<file path="config.mk">
export PLATFORM = sky130hd
export DESIGN_NAME = opcode_stream_profiler_top
export DESIGN_NICKNAME = d
export VERILOG_FILES = /design/src/osp_pkg.sv /design/src/opcode_stream_profiler_top.sv /design/src/osp_front.sv /design/src/osp_queue.sv /design/src/osp_back.sv
export SDC_FILE = /design/constraint.sdc
export NUM_CORES = 1
export LEC_CHECK = 0
export ABC_AREA = 1
export BUFFER_PORTS_ARGS = -buffer_cell sky130_fd_sc_hd__buf_2
export CORE_MARGIN = 1.5
export CORE_UTILIZATION = 40
export CTS_CLUSTER_DIAMETER = 60
export DETAILED_ROUTE_END_ITERATION = 7
export GPL_TIMING_DRIVEN = 0
export PLACE_DENSITY_LB_ADDON = 0.2
export REMOVE_ABC_BUFFERS = 1
export SKIP_CTS_REPAIR_TIMING = 1
export SYNTH_ARGS = -nofsm -noshare
export SYNTH_HDL_FRONTEND = slang
export SYNTH_SLANG_ARGS = --single-unit
</file>
<file path="constraint.sdc">
create_clock -name clk -period 2.9 [get_ports clk]
set_clock_uncertainty 0.05 [all_clocks]
set_input_delay 0.58 -clock clk [delete_from_list [all_inputs] [get_ports clk]]
set_output_delay 0.58 -clock clk [all_outputs]
set_load 0.02 [all_outputs]
</file>
<file path="src/osp_pkg.sv">
// Shared types, constants and the opcode length table for the opcode stream profiler.
// Has no dependencies. Every other source file imports it.
package osp_pkg;

	// Capacity and sizing constants.
	localparam int MAX_CODE_BYTES = 65536;
	localparam int COUNT_LIMIT    = 65536;
	localparam int COUNT_CAP_INT  = (MAX_CODE_BYTES < COUNT_LIMIT) ? MAX_CODE_BYTES : COUNT_LIMIT;

	localparam int OPCODE_W   = 8;
	localparam int TOTAL_W    = 17;
	localparam int DISTINCT_W = 9;
	localparam int EXTRA_W    = 2;
	localparam int OUT_DATA_W = 32;
	localparam int OPCODE_NUM = 256;

	localparam logic [TOTAL_W-1:0] COUNT_CAP = TOTAL_W'(COUNT_CAP_INT);

	// Event queue between the front and back parts.
	localparam int QUEUE_DEPTH = 4;
	localparam int QUEUE_PTR_W = $clog2(QUEUE_DEPTH);
	localparam int QUEUE_CNT_W = $clog2(QUEUE_DEPTH + 1);

	// Number of operand bytes that follow each opcode (instruction length less one).
	localparam logic [EXTRA_W-1:0] OPERAND_BYTES [0:OPCODE_NUM-1] = '{
		0,1,2,0,0,1,0,0, 0,0,0,0,0,0,0,0,
		2,1,2,0,0,1,0,0, 0,0,0,0,0,0,0,0,
		2,1,0,0,1,1,0,0, 0,0,0,0,0,0,0,0,
		2,1,0,0,1,1,0,0, 0,0,0,0,0,0,0,0,
		1,1,1,2,1,1,0,0, 0,0,0,0,0,0,0,0,
		1,1,1,2,1,1,0,0, 0,0,0,0,0,0,0,0,
		1,1,1,2,1,1,0,0, 0,0,0,0,0,0,0,0,
		1,1,1,0,1,2,1,1, 1,1,1,1,1,1,1,1,
		1,1,1,0,0,2,1,1, 1,1,1,1,1,1,1,1,
		2,1,1,0,1,1,0,0, 0,0,0,0,0,0,0,0,
		1,1,1,0,0,0,1,1, 1,1,1,1,1,1,1,1,
		1,1,1,0,2,2,2,2, 2,2,2,2,2,2,2,2,
		1,1,1,0,0,1,0,0, 0,0,0,0,0,0,0,0,
		1,1,1,0,0,2,0,0, 1,1,1,1,1,1,1,1,
		0,1,0,0,0,1,0,0, 0,0,0,0,0,0,0,0,
		0,1,0,0,0,1,0,0, 0,0,0,0,0,0,0,0
	};

	// One classified byte: an instruction start, the end of the buffer, or both.
	typedef struct packed {
		logic                start;
		logic [OPCODE_W-1:0] opcode;
		logic                last;
	} osp_event_t;

	// An event slot together with its qualifier, as passed through the queue.
	typedef struct packed {
		logic       valid;
		osp_event_t ev;
	} osp_slot_t;

endpackage

</file>
<file path="src/opcode_stream_profiler_top.sv">
// Top level of the opcode stream profiler: front classifier, event queue and back counters.
// Depends on osp_pkg, osp_front, osp_queue and osp_back.

// The block takes one 8051 program byte per transfer on the s_ side and sustains one byte per
// clock cycle while the event queue has room. The front part decodes each opcode's length and
// skips its operand bytes; only instruction starts and the final byte of a buffer (s_tlast)
// enter a four-entry event queue. The back part drains one event per cycle, but a buffer end
// waits while the output holds an untaken result; it counts instructions (saturating at 65536)
// and marks opcodes in a 256-bit map held in flip-flops, so no clearing pass is ever needed.
// A buffer's result passes through the event queue, behind any earlier events, into an output
// register that leaves both counts in place until taken; a held result stalls only the next
// buffer end, while the bytes of the following buffer keep flowing until the queue fills.
module opcode_stream_profiler_top
	import osp_pkg::*;
(
	input  logic                  clk,
	input  logic                  arst_n,
	input  logic                  s_tvalid,
	output logic                  s_tready,
	input  logic [OPCODE_W-1:0]   s_tdata,  // code_byte [7:0]
	input  logic                  s_tlast,  // last_byte
	output logic                  m_tvalid,
	input  logic                  m_tready,
	output logic [OUT_DATA_W-1:0] m_tdata   // instruction_total [16:0], distinct_opcodes [25:17]
);

	osp_slot_t push;
	osp_slot_t head;
	logic      queue_full;
	logic      pop;

	// Byte classification.
	osp_front u_front (
		.clk        (clk),
		.arst_n     (arst_n),
		.s_tvalid   (s_tvalid),
		.s_tready   (s_tready),
		.s_tdata    (s_tdata),
		.s_tlast    (s_tlast),
		.queue_full (queue_full),
		.push       (push)
	);

	// Decoupling queue.
	osp_queue u_queue (
		.clk    (clk),
		.arst_n (arst_n),
		.push   (push),
		.full   (queue_full),
		.head   (head),
		.pop    (pop)
	);

	// Counting and result output.
	osp_back u_back (
		.clk      (clk),
		.arst_n   (arst_n),
		.head     (head),
		.pop      (pop),
		.m_tvalid (m_tvalid),
		.m_tready (m_tready),
		.m_tdata  (m_tdata)
	);

endmodule

</file>
<file path="src/osp_front.sv">
// Front part: accepts code bytes, tracks operand bytes still to skip and classifies each byte.
// Depends on osp_pkg. Feeds osp_queue.
module osp_front
	import osp_pkg::*;
(
	input  logic                clk,
	input  logic                arst_n,
	input  logic                s_tvalid,
	output logic                s_tready,
	input  logic [OPCODE_W-1:0] s_tdata,  // code_byte [7:0]
	input  logic                s_tlast,  // last_byte
	input  logic                queue_full,
	output osp_slot_t           push
);

	logic               accept;
	logic               is_start;
	logic [EXTRA_W-1:0] operand_left_q;

	// A byte is taken whenever the queue has room for its event.
	assign s_tready = !queue_full;
	assign accept   = s_tvalid && !queue_full;
	assign is_start = (operand_left_q == '0);

	// Only instruction starts and buffer ends are of interest to the back part.
	always_comb begin
		push.valid     = accept && (is_start || s_tlast);
		push.ev.start  = is_start;
		push.ev.opcode = s_tdata;
		push.ev.last   = s_tlast;
	end

	// Operand skip counter; the end of a buffer drops any operands still owed.
	always_ff @(posedge clk or negedge arst_n) begin
		if (!arst_n) begin
			operand_left_q <= '0;
		end else if (accept) begin
			if (s_tlast) begin
				operand_left_q <= '0;
			end else if (is_start) begin
				operand_left_q <= OPERAND_BYTES[s_tdata];
			end else begin
				operand_left_q <= operand_left_q - 1'b1;
			end
		end
	end

endmodule

</file>
<file path="src/osp_queue.sv">
// Short first-in first-out queue of classified events between the front and back parts.
// Depends on osp_pkg.
module osp_queue
	import osp_pkg::*;
(
	input  logic      clk,
	input  logic      arst_n,
	input  osp_slot_t push,
	output logic      full,
	output osp_slot_t head,
	input  logic      pop
);

	osp_event_t             slots_q [QUEUE_DEPTH];
	logic [QUEUE_PTR_W-1:0] wr_ptr_q;
	logic [QUEUE_PTR_W-1:0] rd_ptr_q;
	logic [QUEUE_CNT_W-1:0] count_q;
	logic                   do_push;
	logic                   do_pop;

	assign full       = (count_q == QUEUE_CNT_W'(QUEUE_DEPTH));
	assign head.valid = (count_q != '0);
	assign head.ev    = slots_q[rd_ptr_q];
	assign do_push    = push.valid && !full;
	assign do_pop     = pop && head.valid;

	// Event storage.
	always_ff @(posedge clk) begin
		if (do_push) begin
			slots_q[wr_ptr_q] <= push.ev;
		end
	end

	// Pointers and occupancy.
	always_ff @(posedge clk or negedge arst_n) begin
		if (!arst_n) begin
			wr_ptr_q <= '0;
			rd_ptr_q <= '0;
			count_q  <= '0;
		end else begin
			if (do_push) begin
				wr_ptr_q <= wr_ptr_q + 1'b1;
			end
			if (do_pop) begin
				rd_ptr_q <= rd_ptr_q + 1'b1;
			end
			case ({do_push, do_pop})
				2'b10:   count_q <= count_q + 1'b1;
				2'b01:   count_q <= count_q - 1'b1;
				default: count_q <= count_q;
			endcase
		end
	end

endmodule

</file>
<file path="src/osp_back.sv">
// Back part: counts instruction starts, keeps the opcode-seen map and forms the result transfer.
// Depends on osp_pkg. Drains osp_queue.
module osp_back
	import osp_pkg::*;
(
	input  logic                  clk,
	input  logic                  arst_n,
	input  osp_slot_t             head,
	output logic                  pop,
	output logic                  m_tvalid,
	input  logic                  m_tready,
	output logic [OUT_DATA_W-1:0] m_tdata  // instruction_total [16:0], distinct_opcodes [25:17]
);

	logic [TOTAL_W-1:0]    started_q;
	logic [DISTINCT_W-1:0] unique_q;
	logic [OPCODE_NUM-1:0] seen_q;
	logic                  out_valid_q;
	logic [OUT_DATA_W-1:0] result_q;

	logic                  out_free;
	logic                  new_opcode;
	logic [TOTAL_W-1:0]    started_next;
	logic [DISTINCT_W-1:0] unique_next;

	// A buffer end waits for the output register; other events drain at once.
	assign out_free = !out_valid_q || m_tready;
	assign pop      = head.valid && (!head.ev.last || out_free);

	// Counter updates for the event at the head of the queue.
	always_comb begin
		new_opcode   = head.ev.start && !seen_q[head.ev.opcode];
		started_next = started_q;
		if (head.ev.start && (started_q < COUNT_CAP)) begin
			started_next = started_q + 1'b1;
		end
		unique_next = unique_q + DISTINCT_W'(new_opcode);
	end

	// Profile state, cleared after each buffer.
	always_ff @(posedge clk or negedge arst_n) begin
		if (!arst_n) begin
			started_q <= '0;
			unique_q  <= '0;
			seen_q    <= '0;
		end else if (pop) begin
			if (head.ev.last) begin
				started_q <= '0;
				unique_q  <= '0;
				seen_q    <= '0;
			end else begin
				started_q <= started_next;
				unique_q  <= unique_next;
				if (head.ev.start) begin
					seen_q[head.ev.opcode] <= 1'b1;
				end
			end
		end
	end

	// Output register valid flag.
	always_ff @(posedge clk or negedge arst_n) begin
		if (!arst_n) begin
			out_valid_q <= 1'b0;
		end else if (pop && head.ev.last) begin
			out_valid_q <= 1'b1;
		end else if (m_tready) begin
			out_valid_q <= 1'b0;
		end
	end

	// Output register payload.
	always_ff @(posedge clk) begin
		if (pop && head.ev.last) begin
			result_q <= OUT_DATA_W'({unique_next, started_next});
		end
	end

	assign m_tvalid = out_valid_q;
	assign m_tdata  = result_q;

endmodule

</file>
==> results of run 1 <==
## per-stage QoR
step	cell area, um2	hold WS (ns)
final	21300	-0.0317
after global routing	21300	0.0241
after CTS	19400	-0.0149
after detailed placement	18000	0.432
after global placement	17700	0.426
after floorplan	16800	0.234
## worst max-delay path, cell delays in order (launching register included)
cell	delay, ns
dfrtp_4	0.57
clkinv_8	0.12
nand2_8	0.06
nand3_4	0.13
buf_16	0.18
nand2_8	0.13
buf_8	0.17
clkbuf_16	0.16
nand2_1	0.05
o21ai_0	0.07
nand2_1	0.06
nand2_1	0.05
nand2_1	0.05
nand2_1	0.11
o21ai_1	0.16
nand2_1	0.08
nand2_1	0.08
nand3_2	0.09
nor2_4	0.14
ha_4	0.18
ha_4	0.14
nand3_4	0.08
nor2_4	0.12
nand2_2	0.07
nor3_2	0.17
xor2_1	0.22
a22o_1	0.17
## Yosys cell counts (all sizes together)
| cell type | instances |
|---|---|
| dfrtp | 292 |
| fa | 1 |
| inv | 138 |
| nand3 | 98 |
| nor4 | 2 |
| o22ai | 3 |
| a21oi | 268 |
| buf | 56 |
| o22a | 1 |
| nand4 | 1 |
| nor2 | 265 |
| o31ai | 1 |
| o21bai | 1 |
| o211ai | 3 |
| xor2 | 24 |
| ha | 13 |
| nor3 | 31 |
| nand2 | 627 |
| o21ai | 113 |
| xnor2 | 2 |
| a32oi | 4 |
| a31oi | 4 |
| a211oi | 1 |
| a22o | 7 |
| edfxtp | 66 |
| conb | 1 |
| clkinv | 1 |
| or2 | 4 |
| clkbuf | 56 |
## kinds of logic (layout without fill, tap and decap cells)
group | count (synthesis) | after routing | share of synthesized area
AO/OA/AOI/OAI | 406 | 408 | 0.125
XOR/XNOR | 26 | 26 | 0.0131
adder cells (fa/ha/maj) | 14 | 14 | 0.0105
buffers and inverters | 251 | 365 | 0.0631
flip-flops | 358 | 358 | 0.535
other | 1 | 6 | 0.000216
AND/OR/NAND/NOR | 1028 | 1036 | 0.253
## power breakdown
| part | switching [W] | leakage (nW) | internal (W) |
|---|---|---|---|
| logic | 0.00902 | 4.52 | 0.00359 |
| clock network | 0.00219 | 0.679 | 0.00302 |
| registers | 0.000326 | 4.67 | 0.00590 |
## routing by layer
| metal | part of all wire | track usage | up-vias |
|---|---|---|---|
| li1 | - | - | 6956 |
| met1 | 0.42 | 0.290 | 7322 |
| met2 | 0.46 | 0.328 | 600 |
| met3 | 0.081 | 0.0286 | 116 |
| met4 | 0.032 | 0.0525 | 0 |
| met5 | 0 | 0 | - |
## flip-flops by register name (all words and copies together), names as in the netlist
register	cells
u_back.seen_q	256
u_queue.slots_q	40
u_back.m_tdata	26
u_back.started_q	17
u_back.unique_q	9
u_queue.count_q	3
u_front.operand_left_q	2
u_queue.rd_ptr_q	2
u_queue.wr_ptr_q	2
u_back.m_tvalid	1
## area by class of cell
type	count	area, um2
Timing Repair inverter	4	35.0
Tap cell	585	732
Timing Repair Buffer	145	1760
Multi-Input combinational cell	1490	7510
Clock buffer	55	1160
Clock inverter	22	199
Fill cell	4084	21700
Inverter	139	597
Sequential cell	358	9300
## worst min path at each step
| stage | slack, ns | to | from | depth (start not counted) |
|---|---|---|---|---|
| after floorplan | 0.23 | u_back.m_tvalid | arst_n | 0 |
| after global placement | 0.43 | u_back.seen_q[215] | u_back.seen_q[215] | 2 |
| after detailed placement | 0.43 | u_back.seen_q[248] | u_back.seen_q[248] | 2 |
| after CTS | -0.01 | u_back.seen_q[116] | arst_n | 1 |
| after global routing | 0.02 | u_back.seen_q[116] | arst_n | 1 |
| final | -0.03 | u_back.seen_q[116] | arst_n | 1 |
==> impl_metrics.json, run 1 <==
{
  "status": "finished with violations",
  "violations": "hold timing, setup timing",
  "critPathLaunch": "u_queue.rd_ptr_q[0]",
  "ir_worst_vdd_mv": 0.619,
  "p_leak_nw": 9.87,
  "dp_hpwl_um": 26800,
  "clock-sinks": 358,
  "die_w_um": 211,
  "tightest_slew_ns": 1.04,
  "clkLatencyLatePin_ns": 0.57,
  "finalWorstSetupSlack_ns": -0.875,
  "insertedDiodeCount": 0,
  "synth_top_area_cell": "dfrtp_1",
  "synth.top_cell.area_share": 0.421,
  "final_common_cell": "nand2_1",
  "critPathCapture": "u_back.unique_q[8]",
  "fin_nets": 2207,
  "power.density_nw_per_um2": 1130,
  "period_share": 1.30,
  "antenna_found_initial": 0,
  "reg2reg_to": "u_back.unique_q[8]",
  "wl_per_cell_um": 19.6,
  "via_per_inst": 5.36,
  "crit_type": "reg2reg",
  "fin_setup_tns_ns": -10.04,
  "globalplace.congestion": 0.845,
  "critPathArrivalTime_ns": 4.23,
  "cts_inserted_buffers": 42,
  "num_vias": 15000,
  "finalHoldViolations": 55,
  "drt_wl_total_um": 55000,
  "syn_avg_cell_area_um2": 8.33,
  "route.detailed.drc": 0,
  "drive_above_1_share": 0.159,
  "core-area_um2": 43000,
  "synth_area_um2": 17400,
  "mostFrequentLayoutCells": "592 x nand2_1, 290 x dfrtp_1, 267 x a21oi_1",
  "htree_levels": 2,
  "area_delta_synth_final_pct": 22.7,
  "period_minus_slack_ns": 3.78,
  "timing.hold.ws_ns": -0.0317,
  "layout.cells.non_filler": 2798,
  "drv_slew": 0,
  "ys_top_cells_by_area": "dfrtp_1 42%, nand2_1 13%, edfxtp_1 11%",
  "endpoint_kind": "flop",
  "rr_worst_depth": 26,
  "grtUsageTotal": 0.204,
  "ant_nets": 0,
  "ys_seq_elements": 358,
  "crit_fanout": 8,
  "cts.clk_slew.worst_paths_ns": 0.06,
  "relSlewSlack": 0.301,
  "initial_core_util": 0.404,
  "grt_max_degree": 114,
  "reg2reg_slack_ns": -0.88,
  "total_power_w": 0.0241,
  "tritoncts": "built",
  "ys_warn_count": 0,
  "setup_violations": 19,
  "syn-instance-count": 2084,
  "dieArea_um2": 44700,
  "min_path_type": "in2async",
  "pin_count": 47,
  "grt-ovfl-total": 0,
  "cp.required_ns": 3.35,
  "drv_cap": 0,
  "grt_first_pass_wirelength_um": 72000,
  "postLayoutCoreUtil": 0.495,
  "rows": 76,
  "clock_path_buffers": 3,
  "place_ws_ns": -2.84,
  "yosysUniqueCellTypes": 45,
  "cp-start-kind": "flop",
  "clk_root_buffer_cell": "clkbuf_16",
  "drtIter0Drc": 1767,
  "drt_pass1_iterations": 6,
  "grt_setup_unrepaired": "yes",
  "io_buffers": 40,
  "die-height_um": 211,
  "fmax_ghz": 0.265,
  "grt_pass1_vias": 13100,
  "reg2reg_from": "u_queue.rd_ptr_q[0]",
  "dp_cells": 2611,
  "ys_seq_area_frac": 0.535
}
Power figures use the tool's default switching activity.
==> inputs of run 2 (changes only) <==
--- a/config.mk
+++ b/config.mk
@@ -7,6 +7,7 @@
 export LEC_CHECK = 0
 export ABC_AREA = 1
 export BUFFER_PORTS_ARGS = -buffer_cell sky130_fd_sc_hd__buf_2
+export CORE_ASPECT_RATIO = 1.2
 export CORE_MARGIN = 1.5
 export CORE_UTILIZATION = 40
 export CTS_CLUSTER_DIAMETER = 60
@@ -17,4 +18,5 @@
 export SKIP_CTS_REPAIR_TIMING = 1
 export SYNTH_ARGS = -nofsm -noshare
 export SYNTH_HDL_FRONTEND = slang
+export SYNTH_HIERARCHICAL = 1
 export SYNTH_SLANG_ARGS = --single-unit
==> constraint.sdc (replaced) <==
create_clock -name clk -period 4.9 [get_ports clk]
set_clock_uncertainty 0.05 [all_clocks]
set_input_delay 0.98 -clock clk [delete_from_list [all_inputs] [get_ports clk]]
set_output_delay 0.98 -clock clk [all_outputs]
set_load 0.02 [all_outputs]
==> run 2 against run 1 <==
The run now ends clean. Hold slack improved by 0.38 ns. Maximum frequency fell by 17%. Global-route usage fell by 0.50 points. Combinational power fell by 63%. Area after synthesis rose by 0.60%. Routed wire length fell by 17%. Total power fell by 54%. Critical endpoint is now u_back/unique_q[8]. Largest power group unchanged.
==> impl_metrics.json, run 2 <==
{
  "endpoint_kind": "flop",
  "fin_setup_tns_ns": 0,
  "grtUsageTotal": 0.199,
  "total_power_w": 0.0110,
  "grt-ovfl-total": 0,
  "globalplace.congestion": 0.811,
  "clkLatencyLatePin_ns": 0.53,
  "period_minus_slack_ns": 4.55,
  "ys_top_cells_by_area": "dfrtp_1 42%, nand2_1 13%, edfxtp_1 11%",
  "ys.flop_type": "dfrtp_1",
  "dieArea_um2": 44900,
  "fmax_ghz": 0.220,
  "ys_seq_area_frac": 0.532,
  "clock-sinks": 358,
  "initial_core_util": 0.407,
  "cts_inserted_buffers": 38,
  "cp_slowest_stage_delay_ns": 0.53,
  "synth-xor-area-share": 0.0100,
  "drt_pass1_iterations": 5,
  "min_path_type": "in2async",
  "drive_above_1_share": 0.0824,
  "ant_nets": 0,
  "die-height_um": 232,
  "yosys.cell_count.top_type": "nand2_1",
  "grt_first_pass_wirelength_um": 70900,
  "drv_cap": 0,
  "ys_top_cells_by_count": "611 x nand2_1, 294 x nor2_1, 292 x dfrtp_1",
  "pin_count": 47,
  "top_register": "u_back/seen_q",
  "power.density_nw_per_um2": 576,
  "grt_setup_unrepaired": "no",
  "area_delta_synth_final_pct": 9.90,
  "grt_max_degree": 160,
  "clk_root_buffer_cell": "clkbuf_16",
  "crit_family": "simple AND/OR/NAND/NOR gates",
  "synth_compound_area_frac": 0.121,
  "antenna_found_initial": 0,
  "ys_warn_count": 6,
  "grt_pass1_vias": 13000,
  "p_leak_nw": 8.86,
  "synth.top_cell.area_share": 0.418,
  "io_buffers": 40,
  "drv_slew": 0,
  "cp_num_buf_inv": 3,
  "mostFrequentLayoutCells": "609 x nand2_1, 292 x nor2_1, 291 x dfrtp_1",
  "critPathArrivalTime_ns": 4.90,
  "drtIter0Drc": 1055,
  "fill_cells": 4226,
  "core-area_um2": 42900,
  "tightest_slew_ns": 1.28,
  "cp_common_cell": "nand2_1",
  "syn_avg_cell_area_um2": 8.19,
  "route.detailed.drc": 0,
  "crit_fanout": 29,
  "synth_top_area_cell": "dfrtp_1",
  "synth_top_family_by_area": "simple AND/OR/NAND/NOR gates",
  "dp_hpwl_um": 25600,
  "htree_levels": 2,
  "rows": 83,
  "tritoncts": "built",
  "syn-instance-count": 2131,
  "via_per_inst": 5.14,
  "synth-simple-area-share": 0.234,
  "fin_nets": 2137,
  "postSynth.asyncResetShare": 0.816,
  "num_vias": 13800,
  "cp-start-kind": "flop",
  "ys_seq_elements": 358,
  "final_common_cell": "nand2_1",
  "synthAdderAreaFrac": 0.0105,
  "ir_worst_vdd_mv": 0.503,
  "critical-path-slowest-cell": "dfrtp_2",
  "cts.clk_slew.worst_paths_ns": 0.06,
  "relSlewSlack": 0.145,
  "clock_path_buffers": 3,
  "synth.area.mux_share": 0,
  "insertedDiodeCount": 0,
  "largest_register_ffs": 256,
  "synth_edf_count": 66,
  "finalHoldViolations": 0,
  "synth_area_um2": 17500,
  "setup_violations": 0,
  "wl_per_cell_um": 17.0,
  "crit_type": "reg2reg",
  "yosysUniqueCellTypes": 42,
  "postLayoutCoreUtil": 0.447,
  "die_w_um": 194,
  "period_share": 0.929,
  "drt_wl_total_um": 45800,
  "status": "finished, final reports clean",
  "cp.required_ns": 5.25
}
run 2: worst paths after layout:
| kind | from | end | slack, ns | cells after the start |
|---|---|---|---|---|
| min | arst_n | u_front/operand_left_q[0] | 0.35 | 1 |
| max | u_queue/rd_ptr_q[1] | u_back/unique_q[8] | 0.35 | 25 |
| min reg2reg | u_back/seen_q[137] | u_back/seen_q[137] | 0.44 | 2 |
| max in group asynchronous | arst_n | u_back/seen_q[117] | 2.91 | 3 |
| max reg2reg | u_queue/rd_ptr_q[1] | u_back/unique_q[8] | 0.35 | 25 |
| min in group clk | u_back/seen_q[137] | u_back/seen_q[137] | 0.44 | 2 |
run 2: final cells by class:
class,instances,area [um2],area share
well taps,552,691,0.0360
repair buffers,57,453,0.0236
inverters,220,856,0.0446
clock inverters,10,93.8,0.00489
repair inverters,2,12.5,0.000652
flip-flops and latches,358,9290,0.484
multi-input cells,1433,6670,0.348
clock buffers,57,1120,0.0586
run 2: cells by family (layout without fill, tap and decap cells):
family | count (synthesis) | count (layout)
other | 1 | 6
AO/OA/AOI/OAI | 401 | 401
adder cells (fa/ha/maj) | 14 | 14
buffers and inverters | 347 | 346
flip-flops | 358 | 358
AND/OR/NAND/NOR | 990 | 992
XOR/XNOR | 20 | 20
run 2: power by group:
part	switching [W]	leakage [nW]	internal, W
Clock	0.00118	0.595	0.00164
Sequential	0.000146	4.68	0.00344
Combinational	0.00383	3.59	0.000804
run 2: worst reg2reg max path, stage by stage (launching register included):
cell and delay (ns):
dfrtp_2 0.53, clkinvlp_4 0.26, o211ai_1 0.28, nand2_8 0.32, clkinv_8 0.28, nor2_4 0.13
buf_12 0.19, a21oi_1 0.19, nand2_1 0.08, nand2_1 0.06, nand2_1 0.07, nor2_1 0.18
nor2_1 0.06, nor2_1 0.14, nand2_1 0.07, nand2_1 0.08, nand2_1 0.06, nor2_1 0.27
ha_1 0.24, ha_1 0.19, nand3_1 0.12, nor2_1 0.15, nand4_1 0.12, xor2_1 0.18
nand2_1 0.06, o21ai_0 0.09
run 2: metal layers:
metal	wire (um)	track usage	up-vias	share of wire
met2	22200	0.341	320	0.48
met5	0	0	-	0
li1	-	-	6685	-
met1	20100	0.263	6743	0.44
met4	1200	0.0595	0	0.026
met3	2350	0.0263	74	0.051
run 2: metrics by stage:
step                      cells  hold slack (ns)  instance area (um2)  setup WS, ns
after global placement     2601            0.414                17600         -4.44
after CTS                  2676            0.395                19000         -1.51
final                      2689            0.349                19200         0.347
after global routing       2689            0.420                19200       0.00519
after floorplan            2009            0.400                16700        -0.737
after detailed placement   2609            0.432                17800         -1.46
==> inputs of run 3 (changes only) <==
--- a/config.mk
+++ b/config.mk
@@ -5,11 +5,10 @@
 export SDC_FILE = /design/constraint.sdc
 export NUM_CORES = 1
 export LEC_CHECK = 0
-export ABC_AREA = 1
 export BUFFER_PORTS_ARGS = -buffer_cell sky130_fd_sc_hd__buf_2
 export CORE_ASPECT_RATIO = 1.2
 export CORE_MARGIN = 1.5
-export CORE_UTILIZATION = 40
+export CORE_UTILIZATION = 60
 export CTS_CLUSTER_DIAMETER = 60
 export DETAILED_ROUTE_END_ITERATION = 7
 export GPL_TIMING_DRIVEN = 0
==> run 3 against run 2 <==
The run now ends with DRC left. Hold slack better by 0.00060 ns. Clock-buffer cell count is 2 lower. Critical endpoint unchanged. Critical path type unchanged. Sequential cell count stayed put. Highest routed layer is now met5.
==> impl_metrics.json, run 3 <==
{
  "cp-start-kind": "flop",
  "reg2reg_to": "u_back/unique_q[8]",
  "cts.clk_slew.worst_paths_ns": 0.06,
  "crit_type": "reg2reg",
  "drt_wl_total_um": 40600,
  "insertedDiodeCount": 0,
  "wl_per_cell_um": 22.5,
  "grt-ovfl-total": 0,
  "die_w_um": 153,
  "ant_nets": 0,
  "syn_avg_cell_area_um2": 11.3,
  "rr_worst_depth": 14,
  "ys_seq_elements": 358,
  "pin_count": 47,
  "finalWorstSetupSlack_ns": 0.0755,
  "ys_seq_area_frac": 0.573,
  "tightest_slew_ns": 1.14,
  "dieArea_um2": 28000,
  "initial_core_util": 0.614,
  "ys_warn_count": 6,
  "grtUsageTotal": 0.282,
  "htree_levels": 2,
  "drv_cap": 0,
  "place_area_um2": 16800,
  "synth.top_cell.area_share": 0.451,
  "period_minus_slack_ns": 4.82,
  "fmax_ghz": 0.207,
  "grt_setup_unrepaired": "yes",
  "yosys.cell_count.top_type": "nor2_1",
  "endpoint_kind": "flop",
  "synth_area_um2": 16200,
  "final_common_cell": "dfrtp_1",
  "rows": 65,
  "cts_inserted_buffers": 38,
  "setup_violations": 0,
  "reg2reg_slack_ns": 0.08,
  "antenna_found_initial": 1,
  "top_register": "u_back/seen_q",
  "clock_path_buffers": 3,
  "period_share": 0.985,
  "yosysUniqueCellTypes": 73,
  "place_ws_ns": -0.672,
  "relSlewSlack": 0.236,
  "total_power_w": 0.0110,
  "area_delta_synth_final_pct": 13.0,
  "grt_pass1_vias": 11400,
  "finalHoldViolations": 0,
  "drt_pass1_iterations": 8,
  "route.detailed.drc": 5,
  "largest_register_ffs": 256,
  "power.density_nw_per_um2": 599,
  "via_per_inst": 6.47,
  "reg2reg_from": "u_queue/rd_ptr_q[0]",
  "clk_root_buffer_cell": "clkbuf_16",
  "drive_above_1_share": 0.173,
  "die-height_um": 183,
  "grt_first_pass_wirelength_um": 61800,
  "io_buffers": 40,
  "globalplace.congestion": 0.795,
  "tritoncts": "built",
  "status": "finished with violations",
  "clock-sinks": 358,
  "dp_hpwl_um": 23700,
  "violations": "DRC",
  "ys.flop_type": "dfrtp_1",
  "grt_max_degree": 123,
  "ys_top_cells_by_count": "295 x nor2_1, 292 x dfrtp_1, 263 x a21oi_1",
  "critPathArrivalTime_ns": 5.23,
  "core-area_um2": 26400,
  "drv_slew": 0,
  "postSynth.asyncResetShare": 0.816,
  "dp_cells": 1723,
  "fin_nets": 1466,
  "ys_top_cells_by_area": "dfrtp_1 45%, edfxtp_1 12%, mux4_2 9.0%",
  "clkLatencyLatePin_ns": 0.53,
  "mostFrequentLayoutCells": "290 x dfrtp_1, 287 x nor2_1, 263 x a21oi_1",
  "num_vias": 11700,
  "syn-instance-count": 1434,
  "layout.cells.non_filler": 1803,
  "cp.required_ns": 5.31,
  "ir_worst_vdd_mv": 0.602,
  "p_leak_nw": 8.12,
  "drtIter0Drc": 1260,
  "synth_top_area_cell": "dfrtp_1",
  "synth_edf_count": 66,
  "crit_fanout": 22,
  "final_area_um2": 18300,
  "min_path_type": "in2async"
}
run 3: how the worst max path moves through the flow:
stage	startpoint	depth (start not counted)	to
after floorplan	u_queue/rd_ptr_q[0]	6	u_back/m_tvalid
after CTS	u_queue/rd_ptr_q[0]	15	u_back/unique_q[8]
final	u_queue/rd_ptr_q[0]	14	u_back/unique_q[8]
after global placement	u_queue/rd_ptr_q[0]	6	u_back/m_tvalid
after global routing	u_queue/rd_ptr_q[0]	14	u_back/unique_q[8]
after detailed placement	u_queue/rd_ptr_q[0]	15	u_back/unique_q[8]
run 3: per-layer routing:
| layer | GRT usage | wire, um | share of wire |
|---|---|---|---|
| met5 | 0 | 12 | 0.00030 |
| met3 | 0.0425 | 3110 | 0.077 |
| met2 | 0.460 | 20000 | 0.49 |
| met4 | 0.116 | 1610 | 0.040 |
| met1 | 0.385 | 16000 | 0.39 |
run 3: worst max-delay path: stages, from the launching register on:
cell	delay (ns)
dfrtp_4	0.54
mux4_2	0.85
inv_1	0.59
nor2_1	0.24
a31oi_1	0.30
o2111ai_1	0.16
or4_4	0.46
a211oi_4	0.27
ha_2	0.26
ha_1	0.20
nand2_1	0.09
nor2_2	0.17
and3_1	0.19
xor2_1	0.19
a22o_1	0.15
run 3: where the power goes:
group	switching, W	leakage (nW)	total, W	internal, W
combinational	0.00295	2.76	0.00426	0.00131
sequential	0.000207	4.68	0.00363	0.00342
clock	0.00116	0.676	0.00310	0.00193
run 3: area by class of cell:
type / count / area (um2)
inverters: 16 / 60.1
multi-input cells: 945 / 6450
flip-flops and latches: 358 / 9290
clock buffers: 55 / 1140
well taps: 335 / 419
fillers: 1845 / 8100
repair buffers: 80 / 738
clock inverters: 14 / 226
run 3: kinds of logic (layout without fill, tap and decap cells):
family,Yosys count,after routing,synth area share
XOR/XNOR,28,28,0.0151
buffers and inverters,138,165,0.0420
AND/OR/NAND/NOR,455,455,0.126
other,1,6,0.000231
flip-flops,358,358,0.573
multiplexers,103,105,0.118
adder cells (fa/ha/maj),14,14,0.0113
AO/OA/AOI/OAI,337,337,0.115
run 3: through the flow:
| step | hold slack, ns | setup TNS [ns] | utilization |
|---|---|---|---|
| floorplan | 0.395 | -760.10 | - |
| global placement | 0.411 | -2399.45 | 0.614 |
| detailed placement | 0.417 | -5.11 | 0.636 |
| CTS | 0.378 | -8.34 | 0.688 |
| global route | 0.388 | -0.134 | 0.693 |
| finish | 0.350 | 0 | 0.693 |
